`config.mk`:
```
export PLATFORM = sky130hd
export DESIGN_NAME = kagf_ctrl
export DESIGN_NICKNAME = d
export VERILOG_FILES = /design/src/hdl/kagf_pkg.sv /design/src/hdl/kagf_ctrl.sv
export VERILOG_INCLUDE_DIRS = /design/src /design/src/hdl
export SDC_FILE = /design/constraint.sdc
export NUM_CORES = 1
export LEC_CHECK = 0
export BUFFER_PORTS_ARGS = -buffer_cell sky130_fd_sc_hd__buf_2
export CORE_UTILIZATION = 35
export DETAILED_ROUTE_END_ITERATION = 8
export SYNTH_ARGS = -nofsm -noshare
export SYNTH_HDL_FRONTEND = slang
export SYNTH_SLANG_ARGS = --single-unit
export TNS_END_PERCENT = 30
```
`constraint.sdc`:
```
create_clock -name i_clk -period 2.1 [get_ports i_clk]
set_input_delay 0.42 -clock i_clk [delete_from_list [all_inputs] [get_ports i_clk]]
set_output_delay 0.42 -clock i_clk [all_outputs]
set_load 0.1 [all_outputs]
```
`src/hdl/kalman_angle_gyro_fusion_defines.svh`:
```
// ----------------------------------------------------------------------------
// Kalman angle fusion: shared assertion macros
// Clocked implication checks, same-cycle and next-cycle forms.
// ----------------------------------------------------------------------------
`ifndef KALMAN_ANGLE_GYRO_FUSION_DEFINES_SVH
`define KALMAN_ANGLE_GYRO_FUSION_DEFINES_SVH

// same-cycle implication
`define KAGF_ASSERT_NOW(lbl, ante, cons, msg) \
    lbl: assert property (@(posedge i_clk) disable iff (!i_rst_n) (ante) |-> (cons)) \
        else $error(msg);

// next-cycle implication
`define KAGF_ASSERT_NEXT(lbl, ante, cons, msg) \
    lbl: assert property (@(posedge i_clk) disable iff (!i_rst_n) (ante) |=> (cons)) \
        else $error(msg);

`endif

```
`src/hdl/kagf_pkg.sv`:
```
// ----------------------------------------------------------------------------
// Kalman angle fusion package
// Types, register indexes, micro-op codes and saturation helpers.
// ----------------------------------------------------------------------------
package kagf_pkg;

    localparam int unsigned FRAC_BITS_DEF = 16;
    localparam int unsigned CFG_IDX_W     = 3;
    localparam int unsigned CFG_DATA_W    = 24;

    // configuration register indexes
    localparam logic [CFG_IDX_W-1:0] REG_STEP_TIME  = 3'd0;
    localparam logic [CFG_IDX_W-1:0] REG_ANGLE_NOISE = 3'd1;
    localparam logic [CFG_IDX_W-1:0] REG_BIAS_NOISE = 3'd2;
    localparam logic [CFG_IDX_W-1:0] REG_MEAS_NOISE = 3'd3;
    localparam logic [CFG_IDX_W-1:0] REG_OBS_GAIN   = 3'd4;

    // micro-op sequence, executed in order
    typedef enum logic [4:0] {
        OP_RATE, OP_ANG, OP_PD, OP_P00, OP_P01, OP_P11, OP_INNOV,
        OP_PCT0, OP_PCT1, OP_E, OP_T1, OP_K0, OP_K1,
        OP_P00C, OP_P01C, OP_P10C, OP_P11C, OP_ANGC, OP_BIASC, OP_RATE2
    } t_op;

    typedef enum logic [2:0] {
        S_IDLE, S_MUL, S_WB, S_DIV, S_DONE
    } t_state;

    // controller to datapath
    typedef struct packed {
        t_op  op;
        logic load_in;
        logic mul_en;
        logic wb_en;
        logic div_start;
        logic out_load;
    } t_cmd;

    // datapath to controller
    typedef struct packed {
        logic div_done;
    } t_status;

    localparam logic signed [63:0] MAX32 = 64'sd2147483647;
    localparam logic signed [63:0] MIN32 = -64'sd2147483648;

    function automatic logic signed [31:0] sat32(input logic signed [63:0] v);
        logic signed [31:0] r;
        if (v > MAX32) begin
            r = 32'sh7FFF_FFFF;
        end else if (v < MIN32) begin
            r = 32'sh8000_0000;
        end else begin
            r = v[31:0];
        end
        return r;
    endfunction

    function automatic logic signed [63:0] sx(input logic signed [31:0] v);
        return 64'(v);
    endfunction

endpackage

```
`src/hdl/kagf_ctrl.sv`:
```
// ----------------------------------------------------------------------------
// Kalman angle fusion controller
// Walks the micro-op sequence: multiply, write back, or wait on the divider;
// handles the input and output handshakes.
// ----------------------------------------------------------------------------
module kagf_ctrl
    import kagf_pkg::*;
(
    input  logic    i_clk,
    input  logic    i_rst_n,
    input  logic    i_in_valid,
    output logic    o_in_ready,
    output logic    o_out_valid,
    input  logic    i_out_ready,
    output t_cmd    o_cmd,
    input  t_status i_status
);
    `include "kalman_angle_gyro_fusion_defines.svh"

    t_state r_state, n_state;
    t_op    r_op, n_op;
    logic   r_out_valid, n_out_valid;
    logic   div_op, out_free;

    assign div_op   = (r_op == OP_K0) || (r_op == OP_K1);
    assign out_free = !r_out_valid || i_out_ready;

    always_ff @(posedge i_clk) begin
        if (!i_rst_n) begin
            r_state     <= S_IDLE;
            r_op        <= OP_RATE;
            r_out_valid <= 1'b0;
        end else begin
            r_state     <= n_state;
            r_op        <= n_op;
            r_out_valid <= n_out_valid;
        end
    end

    // next state
    always_comb begin
        n_state     = r_state;
        n_op        = r_op;
        n_out_valid = r_out_valid && !i_out_ready;
        case (r_state)
            S_IDLE: begin
                if (i_in_valid) begin
                    n_state = S_MUL;
                    n_op    = OP_RATE;
                end
            end
            S_MUL: n_state = div_op ? S_DIV : S_WB;
            S_WB: begin
                if (r_op == OP_RATE2) begin
                    n_state = S_DONE;
                end else begin
                    n_state = S_MUL;
                    n_op    = t_op'(r_op + 5'd1);
                end
            end
            S_DIV: begin
                if (i_status.div_done) begin
                    n_state = S_MUL;
                    n_op    = t_op'(r_op + 5'd1);
                end
            end
            S_DONE: begin
                if (out_free) begin
                    n_state     = S_IDLE;
                    n_out_valid = 1'b1;
                end
            end
            default: n_state = S_IDLE;
        endcase
    end

    // outputs
    always_comb begin
        o_cmd           = '0;
        o_cmd.op        = r_op;
        o_in_ready      = 1'b0;
        case (r_state)
            S_IDLE:  begin
                o_in_ready    = 1'b1;
                o_cmd.load_in = i_in_valid;
            end
            S_MUL:   begin
                o_cmd.mul_en    = 1'b1;
                o_cmd.div_start = div_op;
            end
            S_WB:    o_cmd.wb_en = 1'b1;
            S_DIV:   o_cmd.wb_en = i_status.div_done;
            S_DONE:  o_cmd.out_load = out_free;
            default: ;
        endcase
    end

    assign o_out_valid = r_out_valid;

    `KAGF_ASSERT_NEXT(a_accept_starts, i_in_valid && o_in_ready, r_state == S_MUL && r_op == OP_RATE, "accepted request did not start the sequence")
    `KAGF_ASSERT_NEXT(a_div_waits, o_cmd.div_start, r_state == S_DIV, "divider start without wait")
    `KAGF_ASSERT_NEXT(a_result_shown, o_cmd.out_load, r_out_valid && r_state == S_IDLE, "loaded result not presented")
    `KAGF_ASSERT_NOW(a_wb_no_mul, o_cmd.wb_en, !o_cmd.mul_en && !o_cmd.load_in, "write-back overlaps multiply or load")
endmodule
```
## Yosys cells after proc, flatten, opt, wreduce, memory -nomap -nowiden

Cells that the tools add are included.

| operators by class | value |
|---|---|
| add/sub/neg operators | 1 |
| multiply operators | 0 |
| divide/modulo/power cells | 0 |
| order comparisons | 0 |
| eq/ne operators | 11 |
| shift operators | 0 |
| mux-type cells | 18 |
| bitwise logic cells | 0 |
| reduce and logical (&&, ||, !) cells | 9 |

Operators with widths:

| operator | number |
|---|---|
| $mux W5 | 3 |
| $pmux W3 S5 | 1 |
| $pmux W5 S3 | 1 |
| $mux W3 | 4 |
| $eq A5 B4 Y1 const B | 2 |
| $mux W1 | 8 |
| $ne A2 B2 Y1 const B | 4 |
| $eq A3 B2 Y1 const B | 2 |
| $add A5 B1 Y5 const B | 1 |
| $eq A5 B5 Y1 const B | 1 |
| $reduce_and A4 Y1 | 1 |
| $eq A3 B1 Y1 const B | 1 |
| $eq A3 B3 Y1 const B | 1 |
| $logic_not A3 Y1 | 1 |
| $reduce_and A3 Y1 | 1 |
| $reduce_bool A3 Y1 | 1 |
| $logic_not A1 Y1 | 2 |
| $logic_or A1 B1 Y1 | 2 |
| $pmux W1 S2 | 1 |
| $logic_and A1 B1 Y1 | 1 |

| storage, ports and cells | value |
|---|---|
| flip-flop bits (word level) | 9 |
| bits in latches | 0 |
| memory bits (writable) | 0 |
| memory bits (read-only) | 0 |
| input bits | 5 |
| output and inout port bits | 12 |
| word-level logic and storage cells | 42 |
| memories kept | 0 |

## Longest topological paths before layout

| logic depth | value |
|---|---|
| word-level depth | 4 |
| gate-level depth with buffers | 6 |
| gate-level depth less buffers | 6 |

## Worst setup path after synthesis

OpenSTA, ideal clock, no wires.

| path | value |
|---|---|
| path kind | register to output |
| start point | register r_op[1] |
| end point | output o_cmd[1] (netlist name) |
| arrival time | 4.708 ns |
| data required time | 1.680 ns |
| slack | -3.028 ns |
| cell stages (with the launch flop) | 5 |
| path buffers | 0 |
| cells stage by stage | dfxtp_1 > ha_1 > mux2_1 > nand3b_1 > nor4b_1 |

RTL lines:

| item | line | RTL |
|---|---|---|
| start, declared | kagf_ctrl.sv:21 | `t_op r_op, n_op;` |
| start signal, assigned | kagf_ctrl.sv:35 | `r_op <= n_op;` |
| end, declared | kagf_ctrl.sv:15 | `output t_cmd o_cmd,` |

==> reports/qor.yml <==
status: "completed"
hold_buffers: 0
num_rows: 14
min_path_cells: 2
layout-drive-gt1-share_pct: 47.83
synthesis.nets: 77
die_h_um: 43.30
synth_compound_area_share_pct: 19.71
cp-startpoint: "r_op[0]$_SDFFE_PN0P_"
start_util_pct: 38.72
finalCritPeriodShare_pct: 99.84
p_int_uw: 277.6
stdcell_area_sq_um: 868.3
required_ps: 1680
synthMuxAreaShare_pct: 4.403
yosys_register_bits: 9
clock_latency_ps: 280
power_leakage_uw: 0.0003439
synthSimpleGateAreaFrac_pct: 32.91
cts.root.buffer_cell: "clkbuf_4"
timing.rr.end: "r_op[1]$_SDFFE_PN0P_"
fin_crit_ps: 2097
syn_to_final_growth_pct: 45.49
first_iter_violations: 15
hold_end: "r_state[1]$_SDFFE_PN0P_"
use_met3_pct: 6.383
route.vias.total: 563
grt_pass1_wl_um: 2056
yosysMostFrequentCell: "dfxtp_1"
cts.reportedPaths.clkPinSlew_ps: 60
wirelength_um: 1435
slowest_stage: "dfxtp_4"
p_comb_share_pct: 25.1
syn_area_per_cell_sq_um: 8.526
hold_slack_ps: 328.2
clkPwrFrac_pct: 32.9
seq_power_share_pct: 41.9
synth-adder-area-share_pct: 4.193
cap_violations: 0
synth_async_sr_flop_share_pct: 0
finalNetCount: 100
drc: 0
fillCellCount: 136
swShare_pct: 37.16
power_uw: 441.8
yosys.area.top_type: "dfxtp_1"
finalSetupViolCount: 0
r2r_slack_ps: 410
grt_overflow_total: 0
critPathCaptureType: "output port"
grt_usage_pct: 15.52
r2r-start: "r_state[2]$_SDFFE_PN0P_"
drt-wirelength-per-cell_um: 13.29
syn_inst: 70
antenna_found_initial: 0
cts_tree: "built"
die_w_um: 43.30
cts_max_level: 1
via_per_inst: 5.213
synth_top_family_by_area: "simple AND/OR/NAND/NOR gates"
grt_util_met2_pct: 20.60
arrival_ps: 1680
hold_path.class: "input pin to flop"
io_pins: 17
n_antenna_cell: 0
yosys.cell_types.count: 31
worst_setup_path_start_kind: "flop"
cts_sinks: 9
numCtsBuffers: 3
hpwl_um: 915.8
crit_fanout: 4
synth_area_sq_um: 596.8
path_cells: "inv_4, ha_4, mux2_4, nand3b_1, nor4b_4, buf_12"
rr_worst_depth: 5
dpl_cell_area_sq_um: 764.5
grt_pass1_vias: 464
ys_top_cells_by_count: "9 x dfxtp_1, 7 x a21oi_1, 7 x inv_1, 6 x nand2_1"
synth_area_leaders: "dfxtp_1 30%, a21oi_1 5.9%, a2111oi_4 4.6%"
synth-xor-area-share_pct: 0
detail-route-antenna-nets: 0
drv_slew: 0
max-slew-margin-rel_pct: 67.89
grt_use_met1_pct: 20.62
hold_start: "i_status"
synth.top_cell.area_share_pct: 30.19
grt.busiest_layer: "met1"
power_density_nw_per_um2: 508.8
grt_max_degree: 14
yosysSeqAreaShare_pct: 30.19
io_buffer_count: 16
peakVddDrop_mv: 0.3720
fmax_mhz: 476.9
dr.pass1.iters: 4
synthFlopType: "dfxtp_1"
core_area_sq_um: 1541
criticalPathCategory: "flop to output port"
max_slew.worst_pin.slew_ps: 484.9
crit_path_max_incr_delay_ps: 370
skew_ps: 2.349
synth-edff-count: 0
hold_violations: 0
gp_congestion: 0.7942
clock_path_buffers: 2
ys.warnings.count: 0
power.switching_uw: 164.2
rsz0062_at_grt: "yes"
die-area_sq_um: 1874
-- layout by cell type (no fill, tap or decap), drive strengths merged --
cell,n
mux2,2
o211ai,1
and4b,1
a21oi,7
clkinv,1
dfxtp,9
inv,7
buf,22
or4,1
and2,1
nor3,4
a41oi,1
nand3b,2
and3,1
nand2b,3
nor2,4
or2,1
nand3,1
clkbuf,3
nand4bb,1
ha,2
a2111oi,1
o221a,1
nor3b,2
a211oi,1
nor2b,1
nand2,6
o21ai,3
nor4b,2
-- through the flow --
| step | util (%) | TNS, ps | std cells | setup slack [ps] |
|---|---|---|---|---|
| 2_1_floorplan | - | -1313 | 70 | -699.6 |
| 3_3_place_gp | 49.59 | 0 | 99 | 302.6 |
| 3_5_place_dp | 49.59 | 0 | 99 | 269.2 |
| 4_1_cts | 51.54 | 0 | 103 | 1.042 |
| 5_1_grt | 56.33 | -64.85 | 108 | -64.85 |
| 6_report | 56.33 | 0 | 108 | 3.313 |
-- timing repair --
item | 4_1_cts | 5_1_grt
resized for setup | 1 | 11
endpoints found under the hold margin | 0 | 0
setup endpoints to repair | 1 | 3
pin swaps | 2 | 3
setup buffers | 0 | 5
-- kinds of logic (layout without fill, tap and decap cells) --
logic type,after synthesis,in the layout
AOI/OAI and AO/OA,15,15
adders and majority gates,2,2
muxes,2,2
DFF,9,9
and+or+nand+nor,31,31
buffers and inverters,11,33
-- power groups by stage --
| stage | Combinational, uW | Clock (uW) | Sequential (uW) |
|---|---|---|---|
| 6_report | 111 | 146 | 185 |
| 5_1_grt | 116 | 157 | 186 |
| 4_1_cts | 106 | 149 | 185 |
| 3_5_place_dp | 106 | 0 | 189 |
| 3_3_place_gp | 107 | 0 | 189 |
| 2_1_floorplan | 89.8 | 0 | 189 |
-- sequential cells by signal, summed over array words and instances, names as in the netlist --
| signal | flops |
|---|---|
| o_out_valid | 1 |
| r_op | 5 |
| r_state | 3 |
-- critical path, delay by kind of cell, from the launching register on --
kind / cells / cell delay, ps
buffers and inverters: 2 / 280
DFF: 1 / 370
and+or+nand+nor: 2 / 480
adders and majority gates: 1 / 120
muxes: 1 / 130
-- per-layer routing --
layer | routed length (um) | vias to the layer above
met1 | 692 | 244
met4 | 33 | 0
met5 | 0 | -
met3 | 85 | 6
met2 | 624 | 22
li1 | - | 291
-- worst max path at each step --
stage	cells past startpoint	end	slack (ps)
2_1_floorplan	4	o_cmd[1]	-700
3_3_place_gp	5	o_cmd[1]	300
3_5_place_dp	5	o_cmd[1]	270
4_1_cts	5	o_cmd[1]	1
5_1_grt	6	o_cmd[1]	-60
6_report	6	o_cmd[1]	3
-- layout make-up --
cell class | instances | area (sq um) | share of cell area, %
timing repair buffer | 22 | 170.2 | 19.60
multi-input combinational | 50 | 429.2 | 49.42
inverter | 7 | 28.78 | 3.314
sequential | 9 | 192.7 | 22.19
clock buffer | 3 | 22.52 | 2.594
clock inverter | 1 | 5.005 | 0.5764
tap | 16 | 20.02 | 2.305
No activity file was read; power rests on OpenSTA's default activity.
